$ cat src/sv/etta_pkg.sv
// shared types and constants of the emitter threat table
`timescale 1ns / 1ps
package etta_pkg;

    // field widths fixed by the item format
    localparam int KIND_BITS     = 2;
    localparam int ID_FIELD_BITS = 16;
    localparam int SNR_BITS      = 16;
    localparam int BRG_BITS      = 16;
    localparam int TIME_BITS     = 32;
    localparam int STATUS_BITS   = 2;
    localparam int COUNT_BITS    = 5;

    // token fields sized for the largest table and key the block supports
    localparam int KEY_MAX_BITS = 32;
    localparam int CNT_BITS     = 9;

    // configuration port
    localparam int CFG_IDX_BITS  = 2;
    localparam int CFG_DATA_BITS = 32;

    localparam logic [CFG_IDX_BITS-1:0] REG_SNR_THRESHOLD  = 2'd0;
    localparam logic [CFG_IDX_BITS-1:0] REG_THREAT_TIMEOUT = 2'd1;
    localparam logic [CFG_IDX_BITS-1:0] REG_ALERT_TIMEOUT  = 2'd2;

    localparam logic signed [SNR_BITS-1:0] SNR_THRESHOLD_RST  = 16'sd0;
    localparam logic [TIME_BITS-1:0]       THREAT_TIMEOUT_RST = 32'd10000;
    localparam logic [TIME_BITS-1:0]       ALERT_TIMEOUT_RST  = 32'd5000;

    // item kinds
    localparam logic [KIND_BITS-1:0] KIND_DETECT = 2'd0;
    localparam logic [KIND_BITS-1:0] KIND_LAUNCH = 2'd1;
    localparam logic [KIND_BITS-1:0] KIND_UPDATE = 2'd2;

    // result status codes
    localparam logic [STATUS_BITS-1:0] STAT_OK       = 2'd0;
    localparam logic [STATUS_BITS-1:0] STAT_LOW_SNR  = 2'd1;
    localparam logic [STATUS_BITS-1:0] STAT_OCCLUDED = 2'd2;
    localparam logic [STATUS_BITS-1:0] STAT_FULL     = 2'd3;

    // what a cell does as the token passes it
    typedef enum logic [1:0] {
        MODE_PASS,
        MODE_SEARCH,
        MODE_AGE
    } t_mode;

    typedef enum logic [1:0] {
        ST_IDLE,
        ST_SCAN,
        ST_FINISH
    } t_state;

    // broadcast to every threat cell while an item is worked on
    typedef struct packed {
        t_mode                       mode;
        logic signed [SNR_BITS-1:0]  snr;
        logic [BRG_BITS-1:0]         bearing;
        logic [TIME_BITS-1:0]        now;
        logic [TIME_BITS-1:0]        timeout;
    } t_thr_cmd;

    // broadcast to every alert cell
    typedef struct packed {
        t_mode                 mode;
        logic [TIME_BITS-1:0]  now;
        logic [TIME_BITS-1:0]  timeout;
    } t_alt_cmd;

    // write decision after a search pass
    typedef struct packed {
        logic match;
        logic fresh;
    } t_commit;

    // token handed along the threat chain
    typedef struct packed {
        logic                        active;
        logic                        hit;
        logic                        free_found;
        logic [CNT_BITS-1:0]         count;
        logic                        best_found;
        logic signed [SNR_BITS-1:0]  best_snr;
        logic [KEY_MAX_BITS-1:0]     best_key;
        logic [BRG_BITS-1:0]         best_dir;
    } t_thr_tok;

    // token handed along the alert chain
    typedef struct packed {
        logic                 active;
        logic                 hit;
        logic                 free_found;
        logic [CNT_BITS-1:0]  count;
    } t_alt_tok;

endpackage

$ cat src/sv/etta_threat_cell.sv
// one threat table slot with its stage of the search, aging and strongest-pick chain
`timescale 1ns / 1ps
module etta_threat_cell #(
    parameter int ID_BITS = 16
) (
    input  logic                i_clk,
    input  logic                i_rst_n,
    input  etta_pkg::t_thr_cmd  i_cmd,
    input  logic [ID_BITS-1:0]  i_key,
    input  etta_pkg::t_commit   i_commit,
    input  etta_pkg::t_thr_tok  i_tok,
    output etta_pkg::t_thr_tok  o_tok
);
    import etta_pkg::*;

    logic                       r_valid;
    logic [ID_BITS-1:0]         r_key;
    logic signed [SNR_BITS-1:0] r_snr;
    logic [BRG_BITS-1:0]        r_dir;
    logic [TIME_BITS-1:0]       r_seen;
    logic                       r_is_hit;
    logic                       r_is_free;
    t_thr_tok                   r_tok;

    t_thr_tok                   n_tok;
    logic [TIME_BITS-1:0]       age;
    logic                       expire;
    logic                       keep;
    logic                       is_hit;
    logic                       is_free;
    logic                       better;
    logic [KEY_MAX_BITS-1:0]    key_ext;
    logic                       wr_en;

    // per-slot checks against the passing token
    always_comb begin
        age     = i_cmd.now - r_seen;
        expire  = r_valid && (age > i_cmd.timeout);
        keep    = r_valid && !expire;
        key_ext = KEY_MAX_BITS'(r_key);
        is_hit  = r_valid && (r_key == i_key);
        is_free = !r_valid && !i_tok.free_found;
        better  = keep && (($signed(r_snr) > $signed(i_tok.best_snr)) ||
                  (i_tok.best_found && (r_snr == i_tok.best_snr) &&
                   (key_ext < i_tok.best_key)));
        wr_en   = (i_commit.match && r_is_hit) || (i_commit.fresh && r_is_free);
    end

    // token handed to the next slot
    always_comb begin
        n_tok = i_tok;
        case (i_cmd.mode)
            MODE_SEARCH: begin
                n_tok.hit        = i_tok.hit || is_hit;
                n_tok.free_found = i_tok.free_found || !r_valid;
                n_tok.count      = i_tok.count + CNT_BITS'(r_valid);
            end
            MODE_AGE: begin
                n_tok.count = i_tok.count + CNT_BITS'(keep);
                if (better) begin
                    n_tok.best_found = 1'b1;
                    n_tok.best_snr   = r_snr;
                    n_tok.best_key   = key_ext;
                    n_tok.best_dir   = r_dir;
                end
            end
            default: begin
                n_tok.count = i_tok.count + CNT_BITS'(r_valid);
            end
        endcase
    end

    // slot control and token register
    always_ff @(posedge i_clk) begin
        if (!i_rst_n) begin
            r_valid   <= 1'b0;
            r_is_hit  <= 1'b0;
            r_is_free <= 1'b0;
            r_tok     <= '0;
        end else begin
            if (i_tok.active) begin
                r_tok     <= n_tok;
                r_is_hit  <= (i_cmd.mode == MODE_SEARCH) && is_hit;
                r_is_free <= (i_cmd.mode == MODE_SEARCH) && is_free;
                if ((i_cmd.mode == MODE_AGE) && expire) begin
                    r_valid <= 1'b0;
                end
            end else begin
                r_tok.active <= 1'b0;
            end
            if (wr_en) begin
                r_valid <= 1'b1;
            end
        end
    end

    // slot payload
    always_ff @(posedge i_clk) begin
        if (wr_en) begin
            r_key  <= i_key;
            r_snr  <= i_cmd.snr;
            r_dir  <= i_cmd.bearing;
            r_seen <= i_cmd.now;
        end
    end

    assign o_tok = r_tok;

endmodule

$ cat config.mk
export PLATFORM = sky130hd
export DESIGN_NAME = etta_threat_cell
export DESIGN_NICKNAME = d
export VERILOG_FILES = /design/src/sv/etta_pkg.sv /design/src/sv/etta_threat_cell.sv
export SDC_FILE = /design/constraint.sdc
export NUM_CORES = 1
export LEC_CHECK = 0
export ABC_AREA = 1
export BUFFER_PORTS_ARGS = -buffer_cell sky130_fd_sc_hd__buf_4
export CAP_MARGIN = 40
export CORE_MARGIN = 5
export CORE_UTILIZATION = 25
export DETAILED_ROUTE_END_ITERATION = 10
export GPL_ROUTABILITY_DRIVEN = 0
export GPL_TIMING_DRIVEN = 0
export PLACE_DENSITY = 0.43
export SYNTH_ARGS = -nofsm -noshare
export SYNTH_HDL_FRONTEND = slang
export SYNTH_SLANG_ARGS = --single-unit
export TNS_END_PERCENT = 5
$ cat constraint.sdc
create_clock -name i_clk -period 6.15 [get_ports i_clk]
set_clock_uncertainty 0.2 [all_clocks]
set_input_delay 1.23 -clock i_clk [delete_from_list [all_inputs] [get_ports i_clk]]
set_output_delay 1.23 -clock i_clk [all_outputs]
set_load 0.03 [all_outputs]
==> flow_summary_export.csv, run 1 <==
group,metric,value,unit
yosys,ys_async_sr_fraction,0,%
critical_path,cp-start-kind,"primary input",
global_route,grtUsageTotal,15.29,%
place,dpl.hpwl,27690,um
cells_and_area,drive_gt1_share,21.43,%
clock_tree,worst_skew_pair.late_latency,0.44,ns
timing,worst_slew_pin_slew,0.7401,ns
cells_and_area,final_cells,2072,
floorplanning,pin_count,272,
yosys,netlist.area_leader.share,24.56,%
yosys,synth_compound_area_share,11.44,%
route,first_iter_violations,380,
timing,setup_viol,0,
global_route,grt_start_max_net_pins,58,
yosys,synth_top_family_by_area,"simple AND/OR/NAND/NOR gates",
floorplanning,core,38650,um^2
place,numPortBuffers,270,
yosys,synth_edf_count,80,
critical_path,slowest_stage,"o21ai_1",
job,cap_violations,0,
clock_tree,clockBufferDepth,2,
timing,timing.hold.ws,0.2648,ns
critical_path,reg2reg_depth,31,
critical_path,cp_common_cell,"nand2_1",
floorplanning,die_h,207.8,um
place,post-place-cells,2037,
timing,post-route-period-util,93.38,%
critical_path,slowest_delay,0.42,ns
yosys,synth-xor-area-share,3.851,%
floorplanning,die_x,207.8,um
timing,relSlewSlack,50.66,%
yosys,synth_simple_gate_area_share,20.75,%
critical_path,crit_type,"in -> reg",
global_route,antenna_found_initial,4,
run_status,status,"finished clean",
clock_tree,root_buffer,"clkbuf_16",
power_and_ir_drop,vdd_drop_max,186.9,uV
yosys,ys_types,37,
yosys,synthAdderAreaFrac,12.49,%
yosys,syn_area,9781,um^2
critical_path,critPathMaxFanout,10,
clock_tree,cts_tree,"built",
floorplanning,start_util,25.31,%
cells_and_area,num_antenna_cells,0,
clock_tree,cts_buffers,17,
clock_tree,clk_pin_slew,0.07,ns
timing,fin_crit,5.743,ns
clock_tree,htree_num_levels,4,
yosys,netlist_top_cells_area,"edfxtp_1, dfxtp_1, ha_1",
yosys,yosysSeqAreaShare,40.94,%
route,vias_per_cell,4.375,
yosys,yosys-top-cells-count,"nand2_1, inv_1, a21oi_1, nand3_1, ha_1",
yosys,synthMuxAreaShare,0,%
route,wire_per_inst,16.40,um
floorplanning,fp.dieArea,43180,um^2
yosys,syn_avg_cell_area,7.837,um^2
yosys,yosys.area.top_type,"edfxtp_1",
global_route,grt_pass1_wl,51790,um
yosys,yosysWarnings,0,
global_route,grt_pass1_vias,9093,
timing,rsz0062_at_grt,"false",
route,drt_first_pass_iters,5,
critical_path,endpoint_kind,"register",
cells_and_area,area_delta_synth_final,34.63,%
yosys,ys_seq_elements,160,
yosys,synth_cells,1248,
cells_and_area,post-route-util,34.07,%
clock_tree,hold_buffers,0,
timing,max_freq,174.1,MHz
yosys,synth_ff_type,"edfxtp_1",
power_and_ir_drop,finalPower,2931,uW
route,vias,9065,
global_route,grt_remaining_overflow,0,
floorplanning,fp-row-count,72,
clock_tree,cts.sinks,160,
route,totalWireLength,33990,um
yosys,synth.most_common_cell,"nand2_1",
power_and_ir_drop,p_per_area,222.6,nW/um^2
min_path,hold_class,"reg -> reg",
critical_path,crit_required,6.25,ns
yosys,syn_nets,1540,
power_and_ir_drop,p_leak,0.006439,uW
timing,hold_violations,0,
route,ant_nets,0,
route,drc,0,
min_path,hold_depth,2,
critical_path,arrival,5.84,ns
timing,slew_viol_final,0,
cells_and_area,nets,1833,
-- final timing paths --
path | start | end | slack [ns]
worst min register to register | o_tok[42] | o_tok[42] | 0.26
worst max register to register | r_seen[2] | o_tok[73] | 0.95
worst min-delay path | o_tok[42] | o_tok[42] | 0.26
worst max-delay path | i_cmd[34] | o_tok[73] | 0.41
-- worst max-delay path, delay by kind of cell --
kind / cells / cell delay, ns
adders and majority gates: 4 / 1.00
xor gates and xnor gates: 1 / 0.14
and+or+nand+nor: 14 / 1.37
AOI/OAI and AO/OA: 8 / 1.62
buffers and inverters: 4 / 0.47
-- cell usage in the layout (no fill, tap or decap), types with 2 or more instances in the layout --
cell type  count
buf_6          5
nand2_1      252
buf_4        275
a21oi_2        3
nor2_1        65
inv_6          5
a31oi_1        5
xor2_1        32
clkinv_2       2
nand2_2        3
a21o_1         6
clkbuf_16     19
ha_1          96
nor4_1         6
a211oi_1       2
xnor2_1       11
a21oi_1      130
o21ai_1        2
nand4_1        7
inv_1        218
o221ai_1       2
o21ai_0       39
buf_2          5
o211ai_1       2
o21bai_1       3
nor3_1         9
dfxtp_1       80
o21a_1         6
clkbuf_1      30
edfxtp_1      80
nand3_1      132
clkbuf_8       3
-- sequential cells by signal, summed over array words and instances (netlist names) --
signal     count
o_tok         77
r_snr         16
r_valid        1
r_seen        32
r_key         16
r_dir         16
r_is_hit       1
r_is_free      1
-- layout make-up --
type / instances / area [um^2]
fill: 4150 / 25480
multi-input combinational: 827 / 4812
sequential: 160 / 4004
timing repair buffer: 274 / 2077
inverter: 219 / 822.0
tap: 518 / 648.1
clock buffer: 24 / 524.3
buffer: 42 / 220.2
clock inverter: 8 / 60.06
-- logic make-up (layout without fill, tap and decap cells) --
family	count (synthesis)	in the layout
compound gates	207	207
xor+xnor	43	43
fa+ha+maj	97	97
buf+inv	261	567
flops	160	160
simple gates	480	480
-- power by group --
group / internal (uW) / switching [uW]
logic: 271 / 385
registers: 1170 / 23.8
clock network: 605 / 477
-- layer usage --
layer  part of all wire [%]  track usage, %  vias up
met2                     49           26.98      212
li1                       -               -     4700
met3                    5.3           4.111       19
met1                     45           19.12     4126
met4                   0.58           2.401        8
met5                   0.16               0        -
-- repair_timing --
action                     CTS  global route
gates resized for setup      9            11
pin swaps                    0             1
cloned                       0             0
setup endpoints to repair    8             4
buffers inserted             0             3
-- through the flow --
step | setup TNS [ns] | instance area, um^2 | setup WS (ns)
global placement | -7.141 | 12460 | -1.088
global route | 0 | 13170 | 0.02698
finish | 0 | 13170 | 0.4069
detailed placement | -8.730 | 12490 | -1.205
CTS | 0 | 13110 | 0.04314
floorplan | 0 | 9781 | 0.6946
Power figures use the tool's default switching activity.
==> inputs of run 2 (changes only) <==
CORE_UTILIZATION = 53   (was 25)
PLACE_DENSITY = 0.8   (was 0.43)
==> flow_summary_export.csv, run 2 (same netlist as run 1, synthesis figures left out) <==
group,metric,value,unit
global_route,grtUsageTotal,25.71,%
timing,setup_slack,0.3870,ns
floorplanning,die_h,145.8,um
power_and_ir_drop,vdd_drop_max,191.3,uV
power_and_ir_drop,internal_power,2019,uW
timing,fin_crit,5.763,ns
clock_tree,cts_tree,"built",
cells_and_area,final_cell_mix,"buf_4, nand2_1, inv_1",
cells_and_area,ff_latch_area,4004,um^2
place,dpl.hpwl,22550,um
job,cap_violations,0,
clock_tree,root_buffer,"clkbuf_16",
global_route,grt_start_max_net_pins,47,
route,totalWireLength,27880,um
global_route,grt_pass1_wl,44180,um
route,drt_first_pass_iters,5,
cells_and_area,drive_gt1_share,20.89,%
floorplanning,die_x,145.8,um
route,first_iter_violations,504,
global_route,grt_pass1_vias,9001,
place,place_worst_setup_slack,-0.5108,ns
timing,timing.hold.ws,0.2636,ns
floorplanning,fp.dieArea,21270,um^2
cells_and_area,final_cells,1780,
critical_path,crit_type,"in -> reg",
clock_tree,cts_buffers,17,
run_status,status,"finished clean",
floorplanning,core,18090,um^2
critical_path,cp_common_cell,"nand2_1",
route,drc,0,
floorplanning,start_util,54.08,%
min_path,hold_depth,2,
min_path,min_from,"o_tok[51]",
power_and_ir_drop,p_leak,0.006409,uW
power_and_ir_drop,p_per_area,226.3,nW/um^2
cells_and_area,largest_reg_flops,77,
floorplanning,pin_count,272,
route,vias_per_cell,5.244,
cells_and_area,num_antenna_cells,0,
floorplanning,fp-row-count,49,
critical_path,reg2reg_depth,31,
route,ant_nets,0,
cells_and_area,n_fill_cell,1465,
timing,hold_violations,0,
power_and_ir_drop,switchingPower,862.8,uW
critical_path,slowest_delay,0.41,ns
cells_and_area,final_common_cell,"buf_4",
cells_and_area,post-route-util,70.41,%
critical_path,critPathMaxFanout,10,
clock_tree,worst_skew_pair.late_latency,0.43,ns
global_route,antenna_found_initial,0,
critical_path,r2r_end,"o_tok[73]",
min_path,hold_class,"reg -> reg",
cells_and_area,multiInputGateArea,4777,um^2
critical_path,slowest_stage,"fa_1",
timing,post-route-period-util,93.71,%
critical_path,crit_required,6.24,ns
timing,slew_viol_final,0,
route,vias,9335,
timing,relSlewSlack,57.68,%
cells_and_area,nets,1830,
power_and_ir_drop,clkPwrFrac,36.4,%
global_route,grt_remaining_overflow,0,
clock_tree,cts.sinks,160,
critical_path,r2r_setup_slack,0.99,ns
min_path,holdPathEnd,"o_tok[51]",
timing,max_freq,173.5,MHz
critical_path,cp-start-kind,"primary input",
timing,worst_slew_pin_slew,0.6348,ns
clock_tree,clk_pin_slew,0.06,ns
timing,rsz0062_at_grt,"false",
power_and_ir_drop,finalPower,2881,uW
clock_tree,htree_num_levels,4,
critical_path,arrival,5.85,ns
route,wire_per_inst,15.66,um
clock_tree,clockBufferDepth,2,
timing,setup_viol,0,
place,post-place-cells,1748,
power_and_ir_drop,swShare,29.94,%
power_and_ir_drop,p_comb_share,22.2,%
clock_tree,cts_setup_buffers,0,
cells_and_area,area_delta_synth_final,30.20,%
critical_path,endpoint_kind,"register",
place,numPortBuffers,270,
critical_path,rr_startpoint,"r_seen[2]",
power_and_ir_drop,seq_power_share,41.4,%
-- run 2: cell types whose count changed in the layout (fill, tap and decap cells not counted), sizes merged --
cell    change
inv         +4
buf         -4
clkbuf      -4
clkinv      +1
-- run 2: how the worst max path moves through the flow --
stage,endpoint,slack (ns),depth (start not counted),startpoint
after floorplan,o_tok[73],0.69,31,i_cmd[34]
after CTS,o_tok[73],0.13,32,i_cmd[34]
after detailed placement,o_tok[73],-0.51,32,i_cmd[34]
after global routing,o_tok[73],0.02,33,i_cmd[34]
final,o_tok[73],0.39,32,i_cmd[32]
after global placement,o_tok[73],-0.44,30,i_cmd[34]
-- run 2: per-layer routing --
layer / vias to the layer above / GRT usage (%) / part of all wire, %
li1: 4680 / - / -
met1: 4229 / 30.34 / 39
met2: 365 / 44.62 / 49
met3: 61 / 7.225 / 9.4
met4: 0 / 9.544 / 2.9
met5: - / 0 / 0
-- run 2: layout make-up --
| cell class | count | area share [%] |
|---|---|---|
| plain buffers | 42 | 1.670 |
| clock buffers | 19 | 3.734 |
| clock inverters | 13 | 0.8646 |
| inverters | 219 | 6.455 |
| multi-input cells | 827 | 37.51 |
| flip-flops and latches | 160 | 31.44 |
| well taps | 229 | 2.250 |
| repair buffers | 271 | 16.07 |
-- run 2: power groups by stage --
stage	sequential (uW)	clock [uW]	combinational [uW]
final	1190	1050	641
after global placement	1220	0	614
after floorplan	1270	0	319
after CTS	1190	1060	636
after global routing	1200	1100	716
after detailed placement	1220	0	631
-- run 2: through the flow --
step,TNS (ns),cell area [um^2]
floorplan,0,9781
detailed placement,-1.570,12120
global route,0,12730
finish,0,12730
CTS,0,12710
global placement,-1.148,12090
-- run 2: critical path, delay by kind of cell --
kind / cells / cell delay [ns]
xor gates and xnor gates: 2 / 0.30
and+or+nand+nor: 16 / 2.00
adders and majority gates: 5 / 1.16
AOI/OAI and AO/OA: 3 / 0.55
buffers and inverters: 6 / 0.61
-- run 2: timing repair --
action,4_1_cts,5_1_grt
hold buffers,0,0
gates resized for setup,1,9
gates cloned,0,0
setup endpoints to repair,1,4
==> inputs of run 3 (changes only) <==
==> constraint.sdc (replaced) <==
create_clock -name i_clk -period 6.15 [get_ports i_clk]
set_clock_uncertainty 0.2 [all_clocks]
set_input_delay 0 -clock i_clk [delete_from_list [all_inputs] [get_ports i_clk]]
set_output_delay 0 -clock i_clk [all_outputs]
set_load 0.03 [all_outputs]
==> flow_summary_export.csv, run 3 (same netlist as run 1, synthesis figures left out) <==
group,metric,value,unit
global_route,antenna_found_initial,0,
timing,worst_slew_pin_slew,0.6930,ns
global_route,grt_start_max_net_pins,47,
cells_and_area,nets,2009,
cells_and_area,area_delta_synth_final,48.33,%
timing,setup_viol,0,
floorplanning,core,18090,um^2
min_path,hold_class,"in -> reg",
floorplanning,die_h,145.8,um
cells_and_area,final_cells,1959,
clock_tree,clk_pin_slew,0.06,ns
critical_path,setup.worst_path.start,"r_seen[2]",
critical_path,slowest_delay,0.57,ns
route,drt_first_pass_iters,6,
route,drc,0,
timing,fin_crit,5.700,ns
clock_tree,cts_setup_buffers,0,
run_status,status,"finished clean",
timing,relSlewSlack,53.80,%
cells_and_area,final_common_cell,"buf_4",
clock_tree,clockBufferDepth,2,
min_path,min_from,"i_cmd[74]",
clock_tree,cts.sinks,160,
timing,slew_viol_final,0,
global_route,grt_remaining_overflow,0,
floorplanning,fp.dieArea,21270,um^2
clock_tree,cts_tree,"built",
floorplanning,start_util,54.08,%
critical_path,rr_startpoint,"r_seen[2]",
floorplanning,die_x,145.8,um
cells_and_area,num_antenna_cells,0,
floorplanning,fp-row-count,49,
place,dpl.hpwl,22550,um
critical_path,critPathMaxFanout,10,
clock_tree,root_buffer,"clkbuf_16",
critical_path,endpoint_kind,"register",
critical_path,cp-start-kind,"register",
route,vias_per_cell,5.404,
timing,finalSetupTns,0,ns
global_route,grtUsageTotal,31.41,%
critical_path,crit_required,6.23,ns
critical_path,slowest_stage,"dlygate4sd3_1",
timing,post-route-period-util,92.69,%
place,numPortBuffers,270,
clock_tree,worst_skew_pair.late_latency,0.43,ns
global_route,grt_pass1_vias,10830,
clock_tree,cts_buffers,17,
route,vias,10590,
route,wire_per_inst,17.21,um
cells_and_area,drive_gt1_share,18.67,%
critical_path,cp_common_cell,"nand2_1",
cells_and_area,largest_reg_flops,77,
critical_path,arrival,5.78,ns
power_and_ir_drop,p_per_area,207.5,nW/um^2
floorplanning,pin_count,272,
power_and_ir_drop,finalPower,3010,uW
cells_and_area,final_cell_mix,"buf_4, nand2_1, inv_1",
route,totalWireLength,33710,um
route,ant_nets,0,
timing,rsz0062_at_grt,"false",
power_and_ir_drop,p_leak,0.007177,uW
cells_and_area,n_fill_cell,1130,
cells_and_area,post-route-util,80.21,%
clock_tree,htree_num_levels,4,
route,first_iter_violations,712,
global_route,grt_pass1_wl,54120,um
critical_path,crit_type,"reg -> reg",
timing,max_freq,175.4,MHz
job,cap_violations,0,
power_and_ir_drop,vdd_drop_max,189.9,uV
place,post-place-cells,1748,
timing,hold_violations,0,
## run 3: cell types whose count changed in the layout (fill, tap and decap cells not counted)
cell	before	now
a21oi_1	131	132
a21oi_2	1	2
a21oi_4	2	0
dlygate4sd3_1	0	179
o21ai_0	39	40
o21ai_1	2	1
## run 3: worst max-delay path, delay by kind of cell (launching register included)
kind,cells,cell delay [ns]
fa+ha+maj,3,0.80
buf+inv,4,0.98
flops,1,0.33
xor+xnor,1,0.17
compound gates,8,1.56
simple gates,15,1.51
## run 3: report_power, final
part	switching [uW]	internal (uW)	leakage (uW)
registers	26.4	1170	0.00139
clock network	481	580	0.000296
logic	408	345	0.00549
total	915	2090	0.00718
## run 3: area by class of cell
class                   instances  area [um^2]  share of cell area (%)
multi-input cells             827         4758                   32.80
flip-flops and latches        160         4004                   27.60
repair buffers                450         3839                   26.46
inverters                     219        822.0                   5.666
clock buffers                  19        475.5                   3.277
well taps                     229        286.5                   1.975
plain buffers                  42        212.7                   1.466
clock inverters                13        110.1                  0.7589
## run 3: what timing repair did
item,CTS,global route
hold buffers,179,0
resized for setup,0,7
endpoints found under the setup margin,0,5
hold endpoints to repair,160,0
## run 3: worst paths after layout
check,slack [ns],depth (start not counted),to
worst min register to register,0.27,2,o_tok[51]
worst max register to register,0.45,31,o_tok[72]
worst max-delay path,0.45,31,o_tok[72]
worst min-delay path,0.09,2,r_dir[10]
## run 3: per-stage QoR
| step | hold WS [ns] | worst slack, ns | area, um^2 |
|---|---|---|---|
| after floorplan | -0.1011 | 1.603 | 9781 |
| after global placement | -0.02116 | 0.5915 | 12090 |
| after detailed placement | -0.02064 | 0.5068 | 12120 |
| after CTS | 0.03444 | 0.1887 | 14500 |
| after global routing | 0.07664 | 0.02306 | 14510 |
| final | 0.09245 | 0.4497 | 14510 |
## run 3: per-layer routing
layer,vias up,share of wire [%],global-route usage [%]
met1,4786,35,35.10
met3,135,11,8.004
li1,5037,-,-
met4,0,5.2,16.10
met2,629,49,55.29
met5,-,0,0
