**config.mk**
```make
export PLATFORM = sky130hd
export DESIGN_NAME = etta_alert_cell
export DESIGN_NICKNAME = d
export VERILOG_FILES = /design/src/sv/etta_pkg.sv /design/src/sv/etta_alert_cell.sv
export SDC_FILE = /design/constraint.sdc
export NUM_CORES = 1
export LEC_CHECK = 0
export ABC_AREA = 1
export BUFFER_PORTS_ARGS = -buffer_cell sky130_fd_sc_hd__buf_2
export CORE_MARGIN = 5
export CORE_UTILIZATION = 60
export CTS_BUF_LIST = sky130_fd_sc_hd__clkbuf_4 sky130_fd_sc_hd__clkbuf_8 sky130_fd_sc_hd__clkbuf_16
export DETAILED_ROUTE_END_ITERATION = 10
export PLACE_DENSITY = 0.86
export SKIP_LAST_GASP = 1
export SLEW_MARGIN = 10
export SYNTH_ARGS = -nofsm -noshare
export SYNTH_HDL_FRONTEND = slang
export SYNTH_SLANG_ARGS = --single-unit
```
**constraint.sdc**
```tcl
create_clock -name i_clk -period 10.3 [get_ports i_clk]
set_clock_uncertainty 0.05 [all_clocks]
set_input_delay 1.03 -clock i_clk [delete_from_list [all_inputs] [get_ports i_clk]]
set_output_delay 1.03 -clock i_clk [all_outputs]
set_load 0.01 [all_outputs]
```
**src/sv/etta_pkg.sv**
```systemverilog
// shared types and constants of the emitter threat table
`timescale 1ns / 1ps
package etta_pkg;

    // field widths fixed by the item format
    localparam int KIND_BITS     = 2;
    localparam int ID_FIELD_BITS = 16;
    localparam int SNR_BITS      = 16;
    localparam int BRG_BITS      = 16;
    localparam int TIME_BITS     = 32;
    localparam int STATUS_BITS   = 2;
    localparam int COUNT_BITS    = 5;

    // token fields sized for the largest table and key the block supports
    localparam int KEY_MAX_BITS = 32;
    localparam int CNT_BITS     = 9;

    // configuration port
    localparam int CFG_IDX_BITS  = 2;
    localparam int CFG_DATA_BITS = 32;

    localparam logic [CFG_IDX_BITS-1:0] REG_SNR_THRESHOLD  = 2'd0;
    localparam logic [CFG_IDX_BITS-1:0] REG_THREAT_TIMEOUT = 2'd1;
    localparam logic [CFG_IDX_BITS-1:0] REG_ALERT_TIMEOUT  = 2'd2;

    localparam logic signed [SNR_BITS-1:0] SNR_THRESHOLD_RST  = 16'sd0;
    localparam logic [TIME_BITS-1:0]       THREAT_TIMEOUT_RST = 32'd10000;
    localparam logic [TIME_BITS-1:0]       ALERT_TIMEOUT_RST  = 32'd5000;

    // item kinds
    localparam logic [KIND_BITS-1:0] KIND_DETECT = 2'd0;
    localparam logic [KIND_BITS-1:0] KIND_LAUNCH = 2'd1;
    localparam logic [KIND_BITS-1:0] KIND_UPDATE = 2'd2;

    // result status codes
    localparam logic [STATUS_BITS-1:0] STAT_OK       = 2'd0;
    localparam logic [STATUS_BITS-1:0] STAT_LOW_SNR  = 2'd1;
    localparam logic [STATUS_BITS-1:0] STAT_OCCLUDED = 2'd2;
    localparam logic [STATUS_BITS-1:0] STAT_FULL     = 2'd3;

    // what a cell does as the token passes it
    typedef enum logic [1:0] {
        MODE_PASS,
        MODE_SEARCH,
        MODE_AGE
    } t_mode;

    typedef enum logic [1:0] {
        ST_IDLE,
        ST_SCAN,
        ST_FINISH
    } t_state;

    // broadcast to every threat cell while an item is worked on
    typedef struct packed {
        t_mode                       mode;
        logic signed [SNR_BITS-1:0]  snr;
        logic [BRG_BITS-1:0]         bearing;
        logic [TIME_BITS-1:0]        now;
        logic [TIME_BITS-1:0]        timeout;
    } t_thr_cmd;

    // broadcast to every alert cell
    typedef struct packed {
        t_mode                 mode;
        logic [TIME_BITS-1:0]  now;
        logic [TIME_BITS-1:0]  timeout;
    } t_alt_cmd;

    // write decision after a search pass
    typedef struct packed {
        logic match;
        logic fresh;
    } t_commit;

    // token handed along the threat chain
    typedef struct packed {
        logic                        active;
        logic                        hit;
        logic                        free_found;
        logic [CNT_BITS-1:0]         count;
        logic                        best_found;
        logic signed [SNR_BITS-1:0]  best_snr;
        logic [KEY_MAX_BITS-1:0]     best_key;
        logic [BRG_BITS-1:0]         best_dir;
    } t_thr_tok;

    // token handed along the alert chain
    typedef struct packed {
        logic                 active;
        logic                 hit;
        logic                 free_found;
        logic [CNT_BITS-1:0]  count;
    } t_alt_tok;

endpackage

```
**src/sv/etta_alert_cell.sv**
```systemverilog
// one missile alert slot with its stage of the search and aging chain
`timescale 1ns / 1ps
module etta_alert_cell #(
    parameter int ID_BITS = 16
) (
    input  logic                i_clk,
    input  logic                i_rst_n,
    input  etta_pkg::t_alt_cmd  i_cmd,
    input  logic [ID_BITS-1:0]  i_key,
    input  etta_pkg::t_commit   i_commit,
    input  etta_pkg::t_alt_tok  i_tok,
    output etta_pkg::t_alt_tok  o_tok
);
    import etta_pkg::*;

    logic                 r_valid;
    logic [ID_BITS-1:0]   r_key;
    logic [TIME_BITS-1:0] r_time;
    logic                 r_is_hit;
    logic                 r_is_free;
    t_alt_tok             r_tok;

    t_alt_tok             n_tok;
    logic [TIME_BITS-1:0] age;
    logic                 expire;
    logic                 is_hit;
    logic                 is_free;
    logic                 wr_en;

    // per-slot checks against the passing token
    always_comb begin
        age     = i_cmd.now - r_time;
        expire  = r_valid && (age > i_cmd.timeout);
        is_hit  = r_valid && (r_key == i_key);
        is_free = !r_valid && !i_tok.free_found;
        wr_en   = (i_commit.match && r_is_hit) || (i_commit.fresh && r_is_free);
    end

    // token handed to the next slot
    always_comb begin
        n_tok = i_tok;
        case (i_cmd.mode)
            MODE_SEARCH: begin
                n_tok.hit        = i_tok.hit || is_hit;
                n_tok.free_found = i_tok.free_found || !r_valid;
                n_tok.count      = i_tok.count + CNT_BITS'(r_valid);
            end
            MODE_AGE: begin
                n_tok.count = i_tok.count + CNT_BITS'(r_valid && !expire);
            end
            default: begin
                n_tok.count = i_tok.count + CNT_BITS'(r_valid);
            end
        endcase
    end

    // slot control and token register
    always_ff @(posedge i_clk) begin
        if (!i_rst_n) begin
            r_valid   <= 1'b0;
            r_is_hit  <= 1'b0;
            r_is_free <= 1'b0;
            r_tok     <= '0;
        end else begin
            if (i_tok.active) begin
                r_tok     <= n_tok;
                r_is_hit  <= (i_cmd.mode == MODE_SEARCH) && is_hit;
                r_is_free <= (i_cmd.mode == MODE_SEARCH) && is_free;
                if ((i_cmd.mode == MODE_AGE) && expire) begin
                    r_valid <= 1'b0;
                end
            end else begin
                r_tok.active <= 1'b0;
            end
            if (wr_en) begin
                r_valid <= 1'b1;
            end
        end
    end

    // slot payload
    always_ff @(posedge i_clk) begin
        if (wr_en) begin
            r_key  <= i_key;
            r_time <= i_cmd.now;
        end
    end

    assign o_tok = r_tok;

endmodule

```
==> results of run 1 <==
==> worst paths after layout <==
path         slack, ns              startpoint                     end  cells after the start
min               0.43  r_is_free$_SDFFE_PN0P_  r_is_free$_SDFFE_PN0P_                      2
max               5.14               i_cmd[32]   o_tok[8]$_SDFFE_PN0P_                     35
max reg2reg       5.62     r_time[0]$_DFFE_PP_   o_tok[8]$_SDFFE_PN0P_                     33
min reg2reg       0.43  r_is_free$_SDFFE_PN0P_  r_is_free$_SDFFE_PN0P_                      2
==> per-layer routing <==
| layer | global-route usage | up-vias | share of wire |
|---|---|---|---|
| li1 | - | 2531 | - |
| met1 | 0.3002 | 2213 | 0.41 |
| met2 | 0.4463 | 186 | 0.50 |
| met3 | 0.05224 | 30 | 0.059 |
| met4 | 0.1003 | 0 | 0.032 |
| met5 | 0 | - | 0 |
==> flip-flops by register name, indices dropped and copies added (netlist names) <==
| signal | flops |
|---|---|
| o_tok | 12 |
| r_valid | 1 |
| r_is_free | 1 |
| r_is_hit | 1 |
| r_time | 32 |
| r_key | 16 |
==> final cells by class <==
class | instances | area (um2)
Clock buffer | 9 | 123.9
Clock inverter | 7 | 102.6
Fill cell | 737 | 2486
Inverter | 148 | 555.5
Multi-Input combinational cell | 497 | 2945
Sequential cell | 63 | 1742
Tap cell | 108 | 135.1
Timing Repair Buffer | 109 | 545.5
==> worst reg2reg max path, delay by kind of cell (launching register included) <==
kind                       cells  cell delay (ns)
and+or+nand+nor               22             2.46
DFF                            1             0.34
adders and majority gates      5             1.16
buffers and inverters          4             0.23
AOI/OAI and AO/OA              1             0.15
xor gates and xnor gates       1             0.17
==> metrics by stage <==
stage	utilization	instances	cell area [um2]
6_report	0.7121	941	6150
4_1_cts	0.7121	941	6150
3_5_place_dp	0.6859	925	5923
3_3_place_gp	0.6859	925	5923
5_1_grt	0.7121	941	6150
2_1_floorplan	-	710	5249
==> cell families (layout without fill, tap and decap cells) <==
kind of cell,count (synthesis),after routing,synth area share
AO/OA/AOI/OAI,107,107,0.1130
XOR/XNOR,38,38,0.06341
adder cells (fa/ha/maj),66,66,0.1588
buffers and inverters,150,273,0.1073
flip-flops,63,63,0.3318
AND/OR/NAND/NOR,286,286,0.2257
==> cells in the mapped netlist (2+ instances only) <==
master / count / area [um2]
sky130_fd_sc_hd__a21oi_1: 57 / 285.3
sky130_fd_sc_hd__clkbuf_1: 2 / 7.510
sky130_fd_sc_hd__inv_1: 146 / 548.0
sky130_fd_sc_hd__nand4_1: 10 / 62.56
sky130_fd_sc_hd__o21bai_1: 7 / 52.55
sky130_fd_sc_hd__o22ai_1: 2 / 12.51
sky130_fd_sc_hd__nand3_1: 30 / 150.1
sky130_fd_sc_hd__dfxtp_1: 15 / 300.3
sky130_fd_sc_hd__edfxtp_1: 48 / 1441
sky130_fd_sc_hd__nand2_1: 150 / 563.0
sky130_fd_sc_hd__xor2_1: 31 / 271.5
sky130_fd_sc_hd__nor2_1: 76 / 285.3
sky130_fd_sc_hd__xnor2_1: 7 / 61.31
sky130_fd_sc_hd__ha_1: 65 / 813.3
sky130_fd_sc_hd__nor3_1: 8 / 40.04
sky130_fd_sc_hd__or2_2: 3 / 18.77
sky130_fd_sc_hd__o21ai_0: 29 / 145.1
sky130_fd_sc_hd__a21o_1: 3 / 22.52
sky130_fd_sc_hd__o2111ai_1: 2 / 17.52
sky130_fd_sc_hd__o21a_1: 2 / 15.01
sky130_fd_sc_hd__nor4_1: 2 / 12.51
sky130_fd_sc_hd__nand2_2: 2 / 12.51
==> power by group through the flow <==
| stage | Sequential (mW) | Combinational, mW | Clock (mW) |
|---|---|---|---|
| 4_1_cts | 0.287 | 0.200 | 0.253 |
| 3_5_place_dp | 0.293 | 0.198 | 0 |
| 6_report | 0.287 | 0.200 | 0.250 |
| 2_1_floorplan | 0.294 | 0.132 | 0 |
| 3_3_place_gp | 0.293 | 0.190 | 0 |
| 5_1_grt | 0.288 | 0.229 | 0.265 |
==> cells in the final DEF (no fill, tap or decap) <==
cell type | Yosys | final
sky130_fd_sc_hd__xor2_1 | 31 | 31
sky130_fd_sc_hd__clkinvlp_4 | 0 | 1
sky130_fd_sc_hd__a21oi_1 | 57 | 57
sky130_fd_sc_hd__nor2_2 | 1 | 1
sky130_fd_sc_hd__or2_2 | 3 | 3
sky130_fd_sc_hd__buf_2 | 0 | 109
sky130_fd_sc_hd__clkbuf_8 | 0 | 9
sky130_fd_sc_hd__o21ai_1 | 1 | 1
sky130_fd_sc_hd__fa_1 | 1 | 1
sky130_fd_sc_hd__inv_1 | 146 | 146
sky130_fd_sc_hd__bufinv_16 | 0 | 2
sky130_fd_sc_hd__o21bai_1 | 7 | 7
sky130_fd_sc_hd__xnor2_1 | 7 | 7
sky130_fd_sc_hd__o2111ai_1 | 2 | 2
sky130_fd_sc_hd__nand3_1 | 30 | 30
sky130_fd_sc_hd__o21ai_0 | 29 | 29
sky130_fd_sc_hd__or3b_1 | 1 | 1
sky130_fd_sc_hd__a22o_2 | 0 | 1
sky130_fd_sc_hd__ha_1 | 65 | 65
sky130_fd_sc_hd__nand2_2 | 2 | 2
sky130_fd_sc_hd__nor2_1 | 76 | 76
sky130_fd_sc_hd__nand3b_1 | 1 | 1
sky130_fd_sc_hd__nor4_1 | 2 | 2
sky130_fd_sc_hd__inv_2 | 1 | 1
sky130_fd_sc_hd__o211ai_1 | 1 | 1
sky130_fd_sc_hd__nand2_1 | 150 | 150
sky130_fd_sc_hd__edfxtp_1 | 48 | 48
sky130_fd_sc_hd__o211ai_2 | 1 | 1
sky130_fd_sc_hd__nand4_1 | 10 | 10
sky130_fd_sc_hd__clkinv_1 | 1 | 1
sky130_fd_sc_hd__clkinv_4 | 0 | 1
sky130_fd_sc_hd__o21a_1 | 2 | 2
sky130_fd_sc_hd__nor3_1 | 8 | 8
sky130_fd_sc_hd__o22ai_1 | 2 | 2
sky130_fd_sc_hd__and2_1 | 1 | 1
sky130_fd_sc_hd__o221ai_1 | 1 | 1
sky130_fd_sc_hd__dfxtp_1 | 15 | 15
sky130_fd_sc_hd__nor2_4 | 1 | 1
sky130_fd_sc_hd__inv_6 | 0 | 3
sky130_fd_sc_hd__a21o_1 | 3 | 3
==> run summary, run 1 <==
The run finished with clean final reports. CTS built an H-tree with a depth of 3. The run gives 0.4330 ns as the final-layout worst hold slack.

The family with the most delay on the worst path is simple AND/OR/NAND/NOR gates. The floorplan step set the die width to 103.5 um. The tools report the internal power contribution as 0.5020 mW.

The flip-flop and latch count after synthesis is 63. The worst slew margin relative to its limit was 0.2323; the die boundary height was 103.5 um. Post-CTS repair changed the size of 0 cells. Quantity of I/O buffers inserted on ports: 109. For this run, design rule violations remaining after detail routing come to 0.

The final net count was 992; the boundary pin count was 110. The tools report the final number of hold-violating endpoints as 0. The capturing element type of the critical path is a register.

The maximum cell stage delay along the critical path came out at 0.38 ns. The tools report the nature of the critical path startpoint as an input port. The run gives 0.271 as the combinational share of power. The tree is rooted in a sky130_fd_sc_hd__clkbuf_8. The HPWL after detailed placement is 11.39 mm. Summed over all layers, the routed wires come to 13.65 mm. The peak supply drop is 0.08065 mV, and the overall power is 0.7369 mW. Adding up every negative setup slack in the final design gives 0 ns. Among the stages of the critical path, the cell type that occurs most often is sky130_fd_sc_hd__nand2_1. Across all setup checks in the final design, the least slack found is 5.136 ns. Starting density of the core: 0.6078.

Global-route wire length before repair: 22.68 mm. The pre-CTS setup slack is 4.902 ns, and the all-layer global routing usage is 0.2536. For the number of buffers inserted by hold repair at cts, the log shows 0. The share of synthesized flip-flops with an asynchronous set or reset came out at 0.

In this run the deepest clock path goes through 2 buffers. Switching fraction of total power: 0.3188. The tools report the power spent charging and discharging nets as 0.2349 mW. After detailed routing, the average wire length per cell comes to 14.50 um. The number of max-slew violations in the final report was 0. The congestion estimate from routability-driven global placement came to 0.9600.

Compared with the post-synthesis result, the final layout area differs by 17.16%. The run gives 0.390 as the share of power burned in registers. The per-instance average area after synthesis was 7.393 um2; the warning count from the yosys run was 0. Worst hold path class: register to register. Together, buffers and inverters on the worst path number 6. The power density normalized to cell area came out at 119.8 mW/mm2. Largest net degree at the start of global routing: 50.

The type of the worst setup path is input port to register. The analysis attributes to cell leakage a power of 3.285 nW. The number of nets produced by synthesis was 874. The cell area that synthesis handed to floorplanning was 0.005249 mm2.

The site row count was 34. For the pin with the worst max-slew slack, the measured transition is 1.152 ns. The logs give 193.7 MHz for the highest clock rate and 5 for the number of detailed-route iterations in the first pass. Setup violations remaining at the end of the flow were counted as 0.

The detailed router finished its first iteration with 302 violations. The proportion of layout cells with a drive suffix above 1 is 0.1621, and the initial antenna violation count is 0. In this run the remaining antenna-violating nets after routing total 0.

Sequential share of the synthesized area: 0.3318. The critical path data arrival time was 5.35 ns; the clock sink count was 63. In the synthesized netlist the dominant register cell turns out to be sky130_fd_sc_hd__edfxtp_1.

The number of setup buffers added after CTS is 0. The required time of the worst setup path came out at 10.49 ns. The number of instances in the synthesized netlist was 710; the highest fanout seen on the critical path was 4. The number of buffers created by CTS is 9, and the final critical path time including I/O delays and setup is 5.164 ns.

The total congestion overflow was 0; the post-route fraction of the period consumed by the critical path was 0.5013. After clock tree synthesis, the clock-pin slew on the worst setup and hold paths is 0.07 ns. Via count normalized by instance count: 5.271. The number of synthesized flops with an enable pin was 48; the part of the total power dissipated in the clock network was 0.339. The total area inside the core boundary comes to 0.008636 mm2. The slowest stage of the critical path is the sky130_fd_sc_hd__fa_1 cell.

The area of the die was 0.01072 mm2. The tool flagged a number of max-cap violations equal to 0. Setup repair after global routing left no endpoint under its margin.

The via count of the first global-routing pass came out at 5086. 0 antenna diodes ended up in the layout. The run gives 35 as the count of unique library cells instantiated by Yosys. TritonCTS built the clock tree. The detailed router placed 4960 vias in this run. Insertion delay of the later-clocked pin in the worst-skew pair: 0.35 ns.
(Power assumes the default switching activity.)
==> run 2, diff against run 1 <==
ABC_AREA = 0   (was 1)
CORE_UTILIZATION = 50   (was 60)
PLACE_DENSITY = 0.78   (was 0.86)
clock period = 4.4 ns   (was 10.3 ns; I/O delays follow)
==> run summary, run 2 <==
The flow ran to the end, but the final reports show violations. The checks that failed: negative setup slack. Dividing total power by cell area gives a power density of 258.7 mW/mm2.

Once layout is done, the placed cells without fillers occupy 0.006625 mm2. The run gives 0.5850 as the worst slew margin relative to its limit. The highest fanout seen on the critical path is 3. The tools report the sequential share of the synthesized area as 0.3596. The final-layout worst hold slack is 0.2365 ns. The biggest area contributor in the post-synthesis netlist is sky130_fd_sc_hd__edfxtp_1. The xor and xnor fraction of the mapped netlist area is 0.09403. Counting cells, the worst reg-to-reg path comes to 26. Synthesis instantiated 54 different standard cells from the library. Dominant cell by count in the synthesized netlist: sky130_fd_sc_hd__inv_1.

The flip-flop count of the largest register after layout came out at 32. Clock sink count: 63. Buffers placed on the I/O ports in this run total 109.

Routability-driven placement finished with a final weighted congestion of 0.8667. The clock passes through at most 2 buffers. The die is 108.4 um tall. The number of non-filler instances in the completed layout was 857; the number of instances in the synthesized netlist was 512. Summing over every cut layer, the via total after detailed routing is 4494. The peak supply drop was 0.1978 mV.

The flip-flop and latch count after synthesis works out to 63. The proportion of synthesized area in mux cells is 0.006200, and the total congestion overflow is 0. The capturing element type of the critical path was a register.

The run gives 4673 as the via count of the first global-routing pass. The per-instance average area after synthesis was 9.460 um2; the post-route fraction of the period consumed by the critical path was 1.136. In the post-synthesis netlist, the biggest area contributors are sky130_fd_sc_hd__edfxtp_1, sky130_fd_sc_hd__ha_1, sky130_fd_sc_hd__dfxtp_1. After detailed routing, the total wire length is 12.76 mm. In this run the clock root is driven by a sky130_fd_sc_hd__clkbuf_8. The final number of hold-violating endpoints is 0.

Setup repair after global routing could not meet its margin everywhere. The basic-gate share of the synthesized area counting and, or, nand and nor cells was 0.1162. The Yosys step of the flow raised 0 warnings. The site row count was 36. Counting flops per register, the top entry is r_time. The slack of the worst reg-to-reg path came out at -0.60 ns. For this design the static power due to leakage is 3.306 nW. The proportion of layout cells with a drive suffix above 1 was 0.3494. Required time of the worst setup path: 4.58 ns. The tools report the number of max-slew violations in the final report as 0. Once placement completed, the tool counted placed cells totaling 830. Via count normalized by instance count: 5.244. The slack of the critical path is -0.5983 ns, and the cell area reported after detailed placement is 0.006207 mm2. 110 I/O pins were placed.

The violation count after the first detailed-routing iteration is 157, and the remaining number of nets flagged by the antenna check after routing is 0. The tool flagged a number of max-cap violations equal to 0. The logs give 0.004843 mm2 for the post-synth design cell area and 9 for the final number of setup-violating endpoints. The tightest min-delay check is of the input port to register type.

TritonCTS built the clock tree. The worst hold path terminates at r_time[13]$_DFFE_PP_. The number of design rule violations left after detail routing was 0. For the fill cell instance count of the final layout, the log shows 777. The synthesized design contains 48 enable-type register cells. Area inside the core boundary: 0.009594 mm2.

For this run, the top clock speed supported by timing is 200.1 MHz. By area, the combinational part of the netlist is dominated by compound AO/OA/AOI/OAI gates. The clock tree synthesis step divided the H-tree into 3 levels. Type of the worst setup path: register to register. The fraction of the mapped netlist area in compound gates is 0.1891, and the final critical path time including I/O delays and setup is 4.998 ns. The utilization of the core after routing was 0.6905; the area share of the leading cell type in the synthesized netlist was 0.2976.

At the end of the flow, the number of nets in the layout was 883. The repair_antennas step left the layout with diodes totalling 0. For this run, the leading register cell type out of synthesis is sky130_fd_sc_hd__edfxtp_1.

The critical path data arrival time came out at 5.18 ns. The tools report the starting density of the core as 0.5048. After synthesis, the most frequently instantiated cells are sky130_fd_sc_hd__inv_1, sky130_fd_sc_hd__ha_1, sky130_fd_sc_hd__edfxtp_1, sky130_fd_sc_hd__a21oi_1, sky130_fd_sc_hd__xnor2_1.

The startpoint of the most critical hold path was i_cmd[45]. Adder and majority gate portion of the synthesized area: 0.1720. The run gives 0.01175 mm2 as the area of the die.

The pre-antenna-repair detailed-routing pass consisted of 4 iterations. In the final timing run, aggregate negative setup slack is -4.332 ns. The run gives 20.86 mm as the global-route wire length before repair. Leaving out fill and tap cells, the most frequent cell in the layout is sky130_fd_sc_hd__buf_2. The total half-perimeter wirelength after legalization and detailed placement is 10.20 mm, and the initial antenna violation count is 0. Clock transition at the registers of the reported paths: 0.08 ns. The worst register-to-register path begins at r_time[0]$_DFFE_PP_. The depth of the worst hold-timing path is 1, and the all-layer global routing usage is 0.2233.

The worst setup path is launched from a register. Counting every net in the synthesized netlist gives 676. The share of synthesized flip-flops with an asynchronous set or reset was 0.

The pin slew with the least headroom to its limit was 0.6225 ns. The worst flop-to-flop path endpoint was o_tok[8]$_SDFFE_PN0P_. Entering global routing, the biggest net connects 29 pins. Buffers inserted during clock tree synthesis total 9.

After clock tree synthesis, the flow added hold-fix buffers numbering 0. The area growth from synthesis to layout was 36.79%. In the layout the commonest cells are sky130_fd_sc_hd__buf_2, sky130_fd_sc_hd__buf_4, sky130_fd_sc_hd__inv_1. In the final routed layout, each cell accounts on average for 14.89 um.

At the later pin of the worst-skew pair, clock insertion delay measures 0.34 ns. The die is 108.4 um wide.
-- run 2: cell type report --
cell class,instances,area (um2),area share
Clock buffer,11,156.4,0.02361
Multi-Input combinational cell,368,2972,0.4485
Tap cell,133,166.4,0.02512
Timing Repair Buffer,204,1270,0.1917
Clock inverter,5,32.53,0.004910
Inverter,73,286.5,0.04325
Sequential cell,63,1742,0.2629
-- run 2: where the power goes --
group / internal, mW / switching (mW)
combinational: 0.278 / 0.277
sequential: 0.664 / 0.00925
clock: 0.244 / 0.242
-- run 2: timing repair --
action                                  4_1_cts  5_1_grt
endpoints found under the setup margin       10       10
pin swaps                                    24        2
cloned                                        0        0
setup buffers                                15        4
endpoints found under the hold margin         0        0
resized for setup                            26        3
-- run 2: through the flow --
step	total power [mW]	worst slack, ns
floorplan	0.9847	-0.5570
global placement	1.184	-0.9408
detailed placement	1.207	-1.121
CTS	1.733	-0.5597
global route	1.809	-0.8575
finish	1.714	-0.5983
-- run 2: cells by family after synthesis --
group	count (synthesis)
adder cells (fa/ha/maj)	66
AO/OA/AOI/OAI	133
flip-flops	63
buffers and inverters	81
multiplexers	3
XOR/XNOR	52
AND/OR/NAND/NOR	114
-- run 2: worst max path at each step --
stage,start,endpoint,slack [ns],cells past startpoint
floorplan,i_cmd[32],o_tok[8]$_SDFFE_PN0P_,-0.56,27
global placement,i_cmd[32],o_tok[8]$_SDFFE_PN0P_,-0.94,28
detailed placement,i_cmd[32],o_tok[8]$_SDFFE_PN0P_,-1.12,28
CTS,r_time[0]$_DFFE_PP_,o_tok[8]$_SDFFE_PN0P_,-0.56,27
global route,r_time[0]$_DFFE_PP_,o_tok[8]$_SDFFE_PN0P_,-0.86,26
finish,r_time[0]$_DFFE_PP_,o_tok[8]$_SDFFE_PN0P_,-0.60,26
-- run 2: worst max-delay path: stages, from the launching register on --
cell,delay [ns]
sky130_fd_sc_hd__edfxtp_1,0.38
sky130_fd_sc_hd__ha_4,0.15
sky130_fd_sc_hd__inv_2,0.03
sky130_fd_sc_hd__fa_2,0.36
sky130_fd_sc_hd__a211oi_4,0.24
sky130_fd_sc_hd__o21ai_2,0.11
sky130_fd_sc_hd__a2111o_1,0.37
sky130_fd_sc_hd__a31o_1,0.19
sky130_fd_sc_hd__a21o_1,0.20
sky130_fd_sc_hd__a21oi_2,0.20
sky130_fd_sc_hd__o31ai_2,0.09
sky130_fd_sc_hd__xor2_1,0.16
sky130_fd_sc_hd__ha_1,0.31
sky130_fd_sc_hd__nand4_1,0.15
sky130_fd_sc_hd__buf_4,0.19
sky130_fd_sc_hd__nor4_4,0.30
sky130_fd_sc_hd__nor4b_2,0.23
sky130_fd_sc_hd__a21oi_1,0.11
sky130_fd_sc_hd__and2_4,0.18
sky130_fd_sc_hd__ha_4,0.16
sky130_fd_sc_hd__ha_4,0.17
sky130_fd_sc_hd__nand3_4,0.07
sky130_fd_sc_hd__nor2_4,0.05
sky130_fd_sc_hd__nand3_1,0.08
sky130_fd_sc_hd__xor2_1,0.16
sky130_fd_sc_hd__nand2_1,0.08
sky130_fd_sc_hd__o211a_1,0.13
-- run 2: metal layers --
metal  routed length [um]  track usage  part of all wire  up-vias
li1                     -            -                 -     2252
met5                    0            0                 0        -
met4                  214      0.06041             0.017        0
met3                  771      0.05254             0.060       20
met1                 5405       0.2775              0.42     2096
met2                 6370       0.3879              0.50      126
